**src/rtl/tpsd_pkg.sv**
```systemverilog
// Shared constants for the threshold peak spike detector.
// No dependencies; used by the top level and its checker.
`default_nettype none

package tpsd_pkg;

	localparam int WINDOW_MAX_DEF    = 32;
	localparam int HISTORY_DEPTH_DEF = 64;
	localparam int SAMPLE_BITS_DEF   = 16;

	localparam int IDX_W     = 32;  // sample index width
	localparam int THRESH_W  = 16;
	localparam int WLEN_W    = 6;
	localparam int CFG_W     = 16;  // widest register
	localparam int CFG_IDX_W = 2;

	localparam logic [CFG_IDX_W-1:0] REG_THRESHOLD     = 2'd0;
	localparam logic [CFG_IDX_W-1:0] REG_WINDOW_LENGTH = 2'd1;

	localparam logic signed [THRESH_W-1:0] THRESH_RESET = '0;
	localparam logic [WLEN_W-1:0]          WLEN_RESET   = 6'd16;

endpackage

`default_nettype wire

```
**src/rtl/threshold_peak_spike_detector_core.sv**
```systemverilog
// Threshold peak spike detector: a sample is taken only in ST_IDLE, after the scan of the last one;
// a peak decision rescans buffered samples from the peak on through the history RAM read port,
// with an ST_FETCH step before each rescanned sample.
// A result is registered in ST_SCAN; input is taken while a result waits,
// a second result holds the scan. arst_n clears the scanner, threshold to 0, window to 16;
// the history RAM is not cleared (entries are read only after being written in the record).
`default_nettype none

module threshold_peak_spike_detector_core #(
	parameter int WINDOW_MAX    = tpsd_pkg::WINDOW_MAX_DEF,
	parameter int HISTORY_DEPTH = tpsd_pkg::HISTORY_DEPTH_DEF,
	parameter int SAMPLE_BITS   = tpsd_pkg::SAMPLE_BITS_DEF
) (
	input  wire logic                                   clk,
	input  wire logic                                   arst_n,
	input  wire logic                                   s_tvalid,
	output logic                                        s_tready,
	// [SAMPLE_BITS-1:0] sample, upper bits zero fill
	input  wire logic [((SAMPLE_BITS+7)/8)*8-1:0]       s_tdata,
	input  wire logic                                   s_tlast,   // last_sample
	output logic                                        m_tvalid,
	input  wire logic                                   m_tready,
	// [31:0] peak_index, [32+SAMPLE_BITS-1:32] peak_value, upper bits zero fill
	output logic [((tpsd_pkg::IDX_W+SAMPLE_BITS+7)/8)*8-1:0] m_tdata,
	input  wire logic                                   cfg_we,
	input  wire logic [tpsd_pkg::CFG_IDX_W-1:0]         cfg_index,
	input  wire logic [tpsd_pkg::CFG_W-1:0]             cfg_wdata
);

	localparam int HA_W  = $clog2(HISTORY_DEPTH);
	localparam int OUT_W = ((tpsd_pkg::IDX_W + SAMPLE_BITS + 7) / 8) * 8;
	localparam int WCAP  = (WINDOW_MAX < HISTORY_DEPTH - 1) ? WINDOW_MAX : HISTORY_DEPTH - 1;
	localparam int CMP_W = (SAMPLE_BITS > tpsd_pkg::THRESH_W) ? SAMPLE_BITS : tpsd_pkg::THRESH_W;
	localparam logic [HA_W-1:0] SLOT_LAST = HA_W'(HISTORY_DEPTH - 1);

	typedef enum logic [1:0] {ST_IDLE, ST_SCAN, ST_FETCH} fsm_t;
	typedef enum logic [1:0] {
		MODE_SEEK    = 2'd0,
		MODE_COLLECT = 2'd1,
		MODE_SKIP    = 2'd2
	} scan_mode_t;

	fsm_t       state_q;
	scan_mode_t mode_q;
	scan_mode_t nx_mode;

	logic [tpsd_pkg::IDX_W-1:0]         count_q;
	logic [HA_W-1:0]                    wr_slot_q;
	logic [tpsd_pkg::IDX_W-1:0]         trig_q;
	logic [tpsd_pkg::IDX_W-1:0]         best_idx_q;
	logic signed [SAMPLE_BITS-1:0]      best_val_q;
	logic [HA_W-1:0]                    best_slot_q;
	logic [tpsd_pkg::IDX_W-1:0]         cur_idx_q;
	logic [HA_W-1:0]                    cur_slot_q;
	logic signed [SAMPLE_BITS-1:0]      samp_q;
	logic                               last_q;
	logic                               from_ram_q;
	logic                               emitted_q;
	logic                               out_valid_q;
	logic [tpsd_pkg::IDX_W-1:0]         out_idx_q;
	logic signed [SAMPLE_BITS-1:0]      out_val_q;
	logic signed [tpsd_pkg::THRESH_W-1:0] thresh_q;
	logic [tpsd_pkg::WLEN_W-1:0]        wlen_q;

	logic [SAMPLE_BITS-1:0]             ram_rdata;
	logic signed [SAMPLE_BITS-1:0]      cur_val;
	logic signed [CMP_W-1:0]            cur_ext;
	logic signed [CMP_W-1:0]            thr_ext;
	logic                               above;
	logic [tpsd_pkg::WLEN_W-1:0]        weff;
	logic [tpsd_pkg::IDX_W-1:0]         eff_trig;
	logic [tpsd_pkg::IDX_W-1:0]         eff_best_idx;
	logic signed [SAMPLE_BITS-1:0]      eff_best_val;
	logic [HA_W-1:0]                    eff_best_slot;
	logic                               collect;
	logic                               decide;
	logic                               hit;
	logic                               emit;
	logic                               stall;
	logic                               at_end;
	logic                               rec_end;
	logic                               in_xfer;
	logic [HA_W-1:0]                    cur_slot_inc;
	logic [HA_W-1:0]                    wr_slot_inc;

	assign s_tready = (state_q == ST_IDLE);
	assign in_xfer  = s_tvalid && s_tready;
	assign m_tvalid = out_valid_q;
	assign m_tdata  = OUT_W'({out_val_q, out_idx_q});

	tpsd_ram #(
		.WIDTH (SAMPLE_BITS),
		.DEPTH (HISTORY_DEPTH)
	) u_hist (
		.clk   (clk),
		.we    (in_xfer),
		.waddr (wr_slot_q),
		.wdata (s_tdata[SAMPLE_BITS-1:0]),
		.raddr (cur_slot_q),
		.rdata (ram_rdata)
	);

	assign cur_val = from_ram_q ? signed'(ram_rdata) : samp_q;
	assign cur_ext = CMP_W'(cur_val);
	assign thr_ext = CMP_W'(thresh_q);
	assign above   = cur_ext > thr_ext;
	assign weff    = (32'(wlen_q) > 32'(WCAP)) ? tpsd_pkg::WLEN_W'(WCAP) : wlen_q;
	assign at_end  = (cur_idx_q == count_q);

	assign cur_slot_inc = (cur_slot_q == SLOT_LAST) ? '0 : cur_slot_q + 1'b1;
	assign wr_slot_inc  = (wr_slot_q == SLOT_LAST) ? '0 : wr_slot_q + 1'b1;

	// one scanner step over the sample at cur_idx_q
	always_comb begin
		nx_mode       = mode_q;
		eff_trig      = trig_q;
		eff_best_idx  = best_idx_q;
		eff_best_val  = best_val_q;
		eff_best_slot = best_slot_q;
		collect       = 1'b0;
		decide        = 1'b0;
		hit           = 1'b0;
		case (mode_q)
			MODE_SKIP: begin
				if (!above) begin
					nx_mode = MODE_SEEK;
				end
			end
			MODE_COLLECT: begin
				collect = 1'b1;
			end
			default: begin
				if (!above) begin
					nx_mode = MODE_SEEK;
				end else begin
					eff_trig      = cur_idx_q;
					eff_best_idx  = cur_idx_q;
					eff_best_val  = cur_val;
					eff_best_slot = cur_slot_q;
					nx_mode       = MODE_COLLECT;
					collect       = 1'b1;
				end
			end
		endcase
		if (collect) begin
			if ((cur_idx_q - eff_trig) < 32'(weff)) begin
				if (cur_val > eff_best_val) begin
					eff_best_idx  = cur_idx_q;
					eff_best_val  = cur_val;
					eff_best_slot = cur_slot_q;
				end
			end else begin
				nx_mode = MODE_SKIP;
				decide  = 1'b1;
				hit     = eff_best_val > cur_val;
			end
		end
	end

	assign emit    = decide && hit && !emitted_q;
	assign stall   = emit && out_valid_q && !m_tready;
	// scan reached the final sample of the record with no decision pending
	assign rec_end = !decide && at_end && last_q;

	always_ff @(posedge clk or negedge arst_n) begin
		if (!arst_n) begin
			thresh_q <= tpsd_pkg::THRESH_RESET;
			wlen_q   <= tpsd_pkg::WLEN_RESET;
		end else if (cfg_we) begin
			case (cfg_index)
				tpsd_pkg::REG_THRESHOLD:     thresh_q <= cfg_wdata[tpsd_pkg::THRESH_W-1:0];
				tpsd_pkg::REG_WINDOW_LENGTH: wlen_q   <= cfg_wdata[tpsd_pkg::WLEN_W-1:0];
				default: ;
			endcase
		end
	end

	always_ff @(posedge clk or negedge arst_n) begin
		if (!arst_n) begin
			state_q     <= ST_IDLE;
			mode_q      <= MODE_SEEK;
			count_q     <= '0;
			wr_slot_q   <= '0;
			trig_q      <= '0;
			best_idx_q  <= '0;
			best_val_q  <= '0;
			best_slot_q <= '0;
			cur_idx_q   <= '0;
			cur_slot_q  <= '0;
			samp_q      <= '0;
			last_q      <= 1'b0;
			from_ram_q  <= 1'b0;
			emitted_q   <= 1'b0;
			out_valid_q <= 1'b0;
			out_idx_q   <= '0;
			out_val_q   <= '0;
		end else begin
			if (m_tready && !((state_q == ST_SCAN) && emit)) begin
				out_valid_q <= 1'b0;
			end
			case (state_q)
				ST_IDLE: begin
					if (s_tvalid) begin
						samp_q     <= signed'(s_tdata[SAMPLE_BITS-1:0]);
						last_q     <= s_tlast;
						cur_idx_q  <= count_q;
						cur_slot_q <= wr_slot_q;
						from_ram_q <= 1'b0;
						emitted_q  <= 1'b0;
						state_q    <= ST_SCAN;
					end
				end
				ST_FETCH: begin
					state_q <= ST_SCAN;
				end
				ST_SCAN: begin
					if (!stall) begin
						mode_q      <= rec_end ? MODE_SEEK : nx_mode;
						trig_q      <= rec_end ? '0 : eff_trig;
						best_idx_q  <= rec_end ? '0 : eff_best_idx;
						best_val_q  <= rec_end ? '0 : eff_best_val;
						best_slot_q <= rec_end ? '0 : eff_best_slot;
						if (emit) begin
							out_valid_q <= 1'b1;
							out_idx_q   <= eff_best_idx;
							out_val_q   <= eff_best_val;
							emitted_q   <= 1'b1;
						end
						if (decide) begin
							// restart from the peak over buffered samples
							cur_idx_q  <= eff_best_idx;
							cur_slot_q <= eff_best_slot;
							from_ram_q <= 1'b1;
							state_q    <= ST_FETCH;
						end else if (at_end) begin
							state_q <= ST_IDLE;
							if (last_q) begin
								count_q   <= '0;
								wr_slot_q <= '0;
							end else begin
								count_q   <= count_q + 1'b1;
								wr_slot_q <= wr_slot_inc;
							end
						end else begin
							cur_idx_q  <= cur_idx_q + 1'b1;
							cur_slot_q <= cur_slot_inc;
							from_ram_q <= 1'b1;
							state_q    <= ST_FETCH;
						end
					end
				end
				default: begin
					state_q <= ST_IDLE;
				end
			endcase
		end
	end

endmodule

`default_nettype wire

```
**src/rtl/tpsd_ram.sv**
```systemverilog
// Generic single-write, single-read RAM with registered read data.
// No dependencies; holds the sample history of the detector.
`default_nettype none

module tpsd_ram #(
	parameter int WIDTH = 16,
	parameter int DEPTH = 64
) (
	input  wire logic                     clk,
	input  wire logic                     we,
	input  wire logic [$clog2(DEPTH)-1:0] waddr,
	input  wire logic [WIDTH-1:0]         wdata,
	input  wire logic [$clog2(DEPTH)-1:0] raddr,
	output logic      [WIDTH-1:0]         rdata
);

	logic [WIDTH-1:0] mem [DEPTH];

	always_ff @(posedge clk) begin
		if (we) begin
			mem[waddr] <= wdata;
		end
		rdata <= mem[raddr];
	end

endmodule

`default_nettype wire

```
**config.mk**
```make
export PLATFORM = sky130hd
export DESIGN_NAME = threshold_peak_spike_detector_core
export DESIGN_NICKNAME = d
export VERILOG_FILES = /design/src/rtl/tpsd_pkg.sv /design/src/rtl/threshold_peak_spike_detector_core.sv /design/src/rtl/tpsd_ram.sv
export SDC_FILE = /design/constraint.sdc
export NUM_CORES = 2
export LEC_CHECK = 0
export BUFFER_PORTS_ARGS = -buffer_cell sky130_fd_sc_hd__buf_2
export CAP_MARGIN = 0
export CORE_MARGIN = 3
export CORE_UTILIZATION = 33
export DETAILED_ROUTE_END_ITERATION = 12
export PLACE_DENSITY = 0.55
export SLEW_MARGIN = 40
export SYNTH_ARGS = -nofsm -noshare
export SYNTH_HDL_FRONTEND = slang
export SYNTH_HIERARCHICAL = 1
export SYNTH_SLANG_ARGS = --single-unit
```
**constraint.sdc**
```tcl
create_clock -name clk -period 16.75 [get_ports clk]
set_input_delay 1.675 -clock clk [delete_from_list [all_inputs] [get_ports clk]]
set_output_delay 1.675 -clock clk [all_outputs]
set_load 0.01 [all_outputs]
```
Word level (Yosys, flattened, before mapping)
Memories as Yosys holds them, arrays and structs flattened. A register that Yosys moved wholly into a read port is not among the register bits.
Index checks and enable logic that the tools add are counted.

operators by class
  $add $sub $neg = 5
  multiply operators = 0
  div/mod/pow operators = 0
  order comparisons = 5
  equal/unequal tests = 12
  shift operators = 0
  mux-type cells = 68
  bitwise gates (word level) = 2
  reduce and logical (&&, ||, !) cells = 26

operator list
  operator                 count
  $mux W32                 14
  $mux W16                 7
  $mux W6                  14
  $add A32 B1 Y32 const B  2
  $pmux W32 S2             1
  $gt A16 B16 Y1           3
  $eq A32 B32 Y1           1
  $lt A32 B6 Y1            1
  $sub A32 B32 Y32         1
  $mux W1                  18
  $mux W2                  8
  $add A6 B1 Y6 const B    2
  $eq A6 B6 Y1 const B     2
  $pmux W6 S2              1
  $reduce_and A4 Y1        3
  $reduce_and A2 Y1        5
  $logic_and A1 B1 Y1      9
  $eq A2 B1 Y1 const B     3
  $gt A6 B6 Y1 const B     1
  $ne A2 B2 Y1 const B     3
  $pmux W1 S2              3
  $pmux W2 S3              1
  $eq A2 B2 Y1 const B     2
  $logic_not A1 Y1         4
  other kinds (7)          9

storage, ports and cells
  register bits after elaboration = 256
  latch bits = 0
  memory bits (writable) = 1,024
  bits in read-only memories = 0
  word-level logic and storage cells = 138
  memories kept = 1

memory list
  memory      depth  width  read ports  clocked after Yosys merged registers in  write ports  line            RTL
  u_hist.mem  64     16     1           1                                        1            tpsd_ram.sv:17  logic [WIDTH-1:0] mem [DEPTH];

Depth between registers and ports, before layout
  depth after elaboration = 17
  gate-level depth with buffers = 37
  depth with buffers taken out = 30

Modules after synthesis
The synthesis kept the hierarchy.

by module, submodules not included
  module                              times used  cells an instance  area each (um^2)  sequential area each (um^2)
  tpsd_ram                            1           1,829              40,042.2          31,069.8
  threshold_peak_spike_detector_core  1           2,052              17,118.9          6,407.4

Worst setup path before layout
OpenSTA, ideal clock, no wires.

  path type = reg2reg
  start = reg from_ram_q
  end = reg best_idx_q[10] (netlist name)
  arrival time = 8.261 ns
  data required time = 16.629 ns
  setup slack = 8.368 ns
  cell stages (with the launch flop) = 36
  cell sequence = dfrtp_1 clkbuf_1 clkbuf_1 mux2i_1 inv_1 ha_1 a21oi_1 a311oi_2 a211oi_4 nand3_2 nand2_1 clkbuf_1 clkbuf_1 buf_1 mux2i_1 ha_1 and2_1 o21ai_0 a21oi_1 a311oi_2 nand3_1 xor2_1 ha_1 a211o_1 nor4_1 nand3_1 a2111oi_2 nand4_1 nor4_4 nand3_1 and2_1 buf_2 a21o_1 buf_2 buf_2 a22o_1

on the way
  longest elaborated chain between the ends = 14
  elaborated cells between the ends (all ways) = 31

RTL lines
  what                                line                                       RTL
  from (decl)                         threshold_peak_spike_detector_core.sv:57   logic from_ram_q;
  from (signal assigned)              threshold_peak_spike_detector_core.sv:192  from_ram_q <= 1'b0;
  from (signal assigned)              threshold_peak_spike_detector_core.sv:208  from_ram_q <= 1'b0;
  from (signal assigned)              threshold_peak_spike_detector_core.sv:233  from_ram_q <= 1'b1;
  $mux W16 *                          threshold_peak_spike_detector_core.sv:103  assign cur_val = from_ram_q ? signed'(ram_rdata) : samp_q;
  $gt A16 B16 Y1                      threshold_peak_spike_detector_core.sv:106  assign above = cur_ext > thr_ext;
  $mux W32                            threshold_peak_spike_detector_core.sv:133  if (!above) begin
  $mux W32                            threshold_peak_spike_detector_core.sv:123  case (mode_q)
  $sub A32 B32 Y32                    threshold_peak_spike_detector_core.sv:146  if ((cur_idx_q - eff_trig) < 32'(weff)) begin
  $lt A32 B6 Y1                       threshold_peak_spike_detector_core.sv:146
  $mux W1                             threshold_peak_spike_detector_core.sv:146
  $mux W1                             threshold_peak_spike_detector_core.sv:145  if (collect) begin
  $logic_and A1 B1 Y1 (2 in a row)    threshold_peak_spike_detector_core.sv:160  assign emit = decide && hit && !emitted_q;
  $logic_and A1 B1 Y1 (2 in a row)    threshold_peak_spike_detector_core.sv:161  assign stall = emit && out_valid_q && !m_tready;
  $not A1 Y1 (no source line)         n/a
  $reduce_and A2 Y1 (no source line)  n/a
  to (signal assigned)                threshold_peak_spike_detector_core.sv:220  best_idx_q <= rec_end ? '0 : eff_best_idx;
  to (decl)                           threshold_peak_spike_detector_core.sv:50   logic [tpsd_pkg::IDX_W-1:0] best_idx_q;

Mark *: on every way between the ends. The rest lies on a longest branch, timed or not.
A chain may end at the register's enable or synchronous reset.

Worst setup path after layout
  start = reg from_ram_q
  end = reg trig_q[31] (netlist name)

on the way
  longest elaborated chain between the ends = 14
  elaborated cells between the ends (all ways) = 25

RTL lines
  what                                line                                       RTL
  $mux W16 *                          threshold_peak_spike_detector_core.sv:103
  $gt A16 B16 Y1                      threshold_peak_spike_detector_core.sv:106
  $mux W32                            threshold_peak_spike_detector_core.sv:133
  $mux W32                            threshold_peak_spike_detector_core.sv:123
  $sub A32 B32 Y32                    threshold_peak_spike_detector_core.sv:146
  $lt A32 B6 Y1                       threshold_peak_spike_detector_core.sv:146
  $mux W1                             threshold_peak_spike_detector_core.sv:146
  $mux W1                             threshold_peak_spike_detector_core.sv:145
  $logic_and A1 B1 Y1 (2 in a row)    threshold_peak_spike_detector_core.sv:160
  $logic_and A1 B1 Y1 (2 in a row)    threshold_peak_spike_detector_core.sv:161
  $not A1 Y1 (no source line)         n/a
  $reduce_and A2 Y1 (no source line)  n/a
  to (signal assigned)                threshold_peak_spike_detector_core.sv:219  trig_q <= rec_end ? '0 : eff_trig;
  to (decl)                           threshold_peak_spike_detector_core.sv:49   logic [tpsd_pkg::IDX_W-1:0] trig_q;

Marked as above.

==> metrics.yaml <==
status: "finished clean"
tightest_slew_ns: 0.924
instances_no_fill: 6422
post-route-period-util_pct: 59.1
whs_ns: 0.476
yosysUniqueCellTypes: 104
synth-edff-count: 1024
maxCapViolCount: 0
final_area_um2: 64900
final_cell_mix: "edfxtp_1 (1024), nand2_1 (342), dfrtp_1 (249)"
slowest_delay_ns: 0.69
critPathMaxFanout: 45
holdCritPathClass: "flop to flop"
rsz0062_at_grt: "no"
path_class: "flop to flop"
final.setup.tns_ns: 0
synth-main-ff-cell: "edfxtp_1"
min_path_cells: 2
fin_crit_ns: 9.90
fp.coreArea_um2: 172000
die_h_um: 422
cts_buffers: 140
reg2reg_setup_slack_ns: 6.85
die_w_um: 422
initial_core_util_pct: 33.2
syn_inst: 3881
vias: 34342
slew_headroom_pct: 38.2
drive_gt1_share_pct: 18.2
dpl_cell_area_um2: 60300
synth_area_um2: 57200
remaining_drc_errors: 0
dp_slack_ns: 7.06
min_to: "samp_q[12]"
synth-seq-cells: 1296
cp_data_required_time_ns: 17.46
grt_antenna_before_repair: 6
async_flop_share_pct: 19.8
grt_max_degree: 107
ys_warn_count: 6
ctsHtreeMaxLevel: 4
ant_nets: 0
final_nets: 4102
dpl.hpwl_mm: 100
clock_path_buffers: 3
endpoint_kind: "flop"
ir_drop_mv: 0.116
cp.arrival_ns: 10.61
r2r-end: "trig_q[31]"
initialDrtViolationCount: 3313
cts.root.buffer_cell: "clkbuf_16"
fp.dieArea_um2: 178000
wl_per_cell_um: 24.6
clkLatencyLatePin_ns: 0.80
drv_slew: 0
cts_setup_buffers: 0
crit_top_cell: "buf_4"
grt_usage_pct: 17.5
leakage_nw: 22.5
dp.cells: 6160
r2r_cells: 29
rows: 152
globalplace.congestion: 0.878
cts.clk_slew.worst_paths_ns: 0.06
rr_startpoint: "from_ram_q"
cp-start-kind: "flop"
final_common_cell: "edfxtp_1"
cts.sinks: 1296
max_freq_mhz: 101
syn_nets: 3987
cts_hold_buf: 0
hold_violations: 0
grt_overflow: 0
drt-pass1-iter-count: 5
vias_per_cell: 5.35
skew_ns: 0.0704
grt_pass1_vias: 33971
yosysSeqAreaShare_pct: 65.6
port_buffers: 89
grt_pass1_wl_mm: 235
cts.repair.resized: 0
total_power_mw: 12.2
fin_util_pct: 37.8
cts_tree: "yes"
area_growth_syn_to_layout_pct: 13.6
worstHoldStart: "samp_q[12]"
top_level_ports: 90
crit_slowest_cell: "dfrtp_2"
setup_ws_ns: 6.85
avgSynthCellArea_um2: 14.7
powerDensity_nw_per_um2: 187
wl_mm: 158
setup_viol: 0
critical path: cells and delay by family, from the launching register on:
| kind | cells | cell delay, ns |
|---|---|---|
| simple gates | 9 | 3.01 |
| compound gates | 11 | 2.82 |
| fa+ha+maj | 2 | 0.71 |
| buf+inv | 5 | 1.57 |
| mux | 2 | 0.91 |
| flops | 1 | 0.69 |
synth_stat cells (all sizes together), types with 49 or more instances:
library cell / instances / area [um^2]
mux4: 224 / 5060
o21ai: 165 / 830
nor3: 49 / 262
edfxtp: 1024 / 30700
nand2: 344 / 1300
a22o: 50 / 438
ha: 66 / 826
nand3: 81 / 415
inv: 77 / 289
a21oi: 177 / 886
nor2: 252 / 956
a22oi: 50 / 375
buf: 123 / 870
mux2i: 148 / 1480
dfrtp: 255 / 6380
clkbuf: 125 / 475
worst max-delay path by stage:
stage	from	to	slack, ns	cells after the start
6_report	from_ram_q	trig_q[31]	6.85	29
4_1_cts	from_ram_q	trig_q[31]	6.99	29
3_5_place_dp	from_ram_q	trig_q[2]	7.06	29
2_1_floorplan	from_ram_q	best_idx_q[10]	8.37	35
3_3_place_gp	from_ram_q	best_idx_q[4]	6.98	30
5_1_grt	from_ram_q	trig_q[11]	6.22	29
layer usage:
| layer | up-vias | GRT usage (%) | part of all wire, % |
|---|---|---|---|
| li1 | 15317 | - | - |
| met1 | 17782 | 24.0 | 43 |
| met2 | 1036 | 29.0 | 49 |
| met3 | 205 | 2.56 | 5.2 |
| met4 | 2 | 5.12 | 2.5 |
| met5 | - | 0 | 0.0070 |
power breakdown:
group	leakage [nW]	total (mW)	switching (mW)	internal [mW]
Combinational	7.75	5.17	3.29	1.89
Clock	2.17	3.00	1.31	1.68
Sequential	12.6	4.00	0.277	3.72
flip-flops by register name, indices dropped and copies added, names as in the netlist, 2 cells and up:
| register | flops |
|---|---|
| u_hist/mem | 1024 |
| best_idx_q | 32 |
| count_q | 32 |
| cur_idx_q | 32 |
| out_idx_q | 32 |
| trig_q | 32 |
| best_val_q | 16 |
| out_val_q | 16 |
| samp_q | 16 |
| thr_ext | 16 |
| u_hist/rdata | 16 |
| best_slot_q | 6 |
| cur_slot_q | 6 |
| wlen_q | 6 |
| wr_slot_q | 6 |
| mode_q | 2 |
| state_q | 2 |
final cells by class:
class                           instances  area (um^2)
Fill cell                           16264       107000
Sequential cell                      1296        37500
Multi-Input combinational cell       2259        18200
Clock buffer                          179         3700
Tap cell                             2310         2890
Timing Repair Buffer                  221         1600
Clock inverter                         75          786
Inverter                               78          293
Antenna cell                            4         10.0
kinds of logic (layout without fill, tap and decap cells):
kind of cell,Yosys count,in the layout,synth area share (%)
mux,411,411,12.2
buf+inv,326,553,2.87
flops,1296,1296,65.6
compound gates,730,730,8.55
other cells,0,4,0
fa+ha+maj,71,71,1.53
simple gates,974,974,8.16
xor+xnor,73,73,1.12
Note: power is estimated with default switching activity, not from simulation.
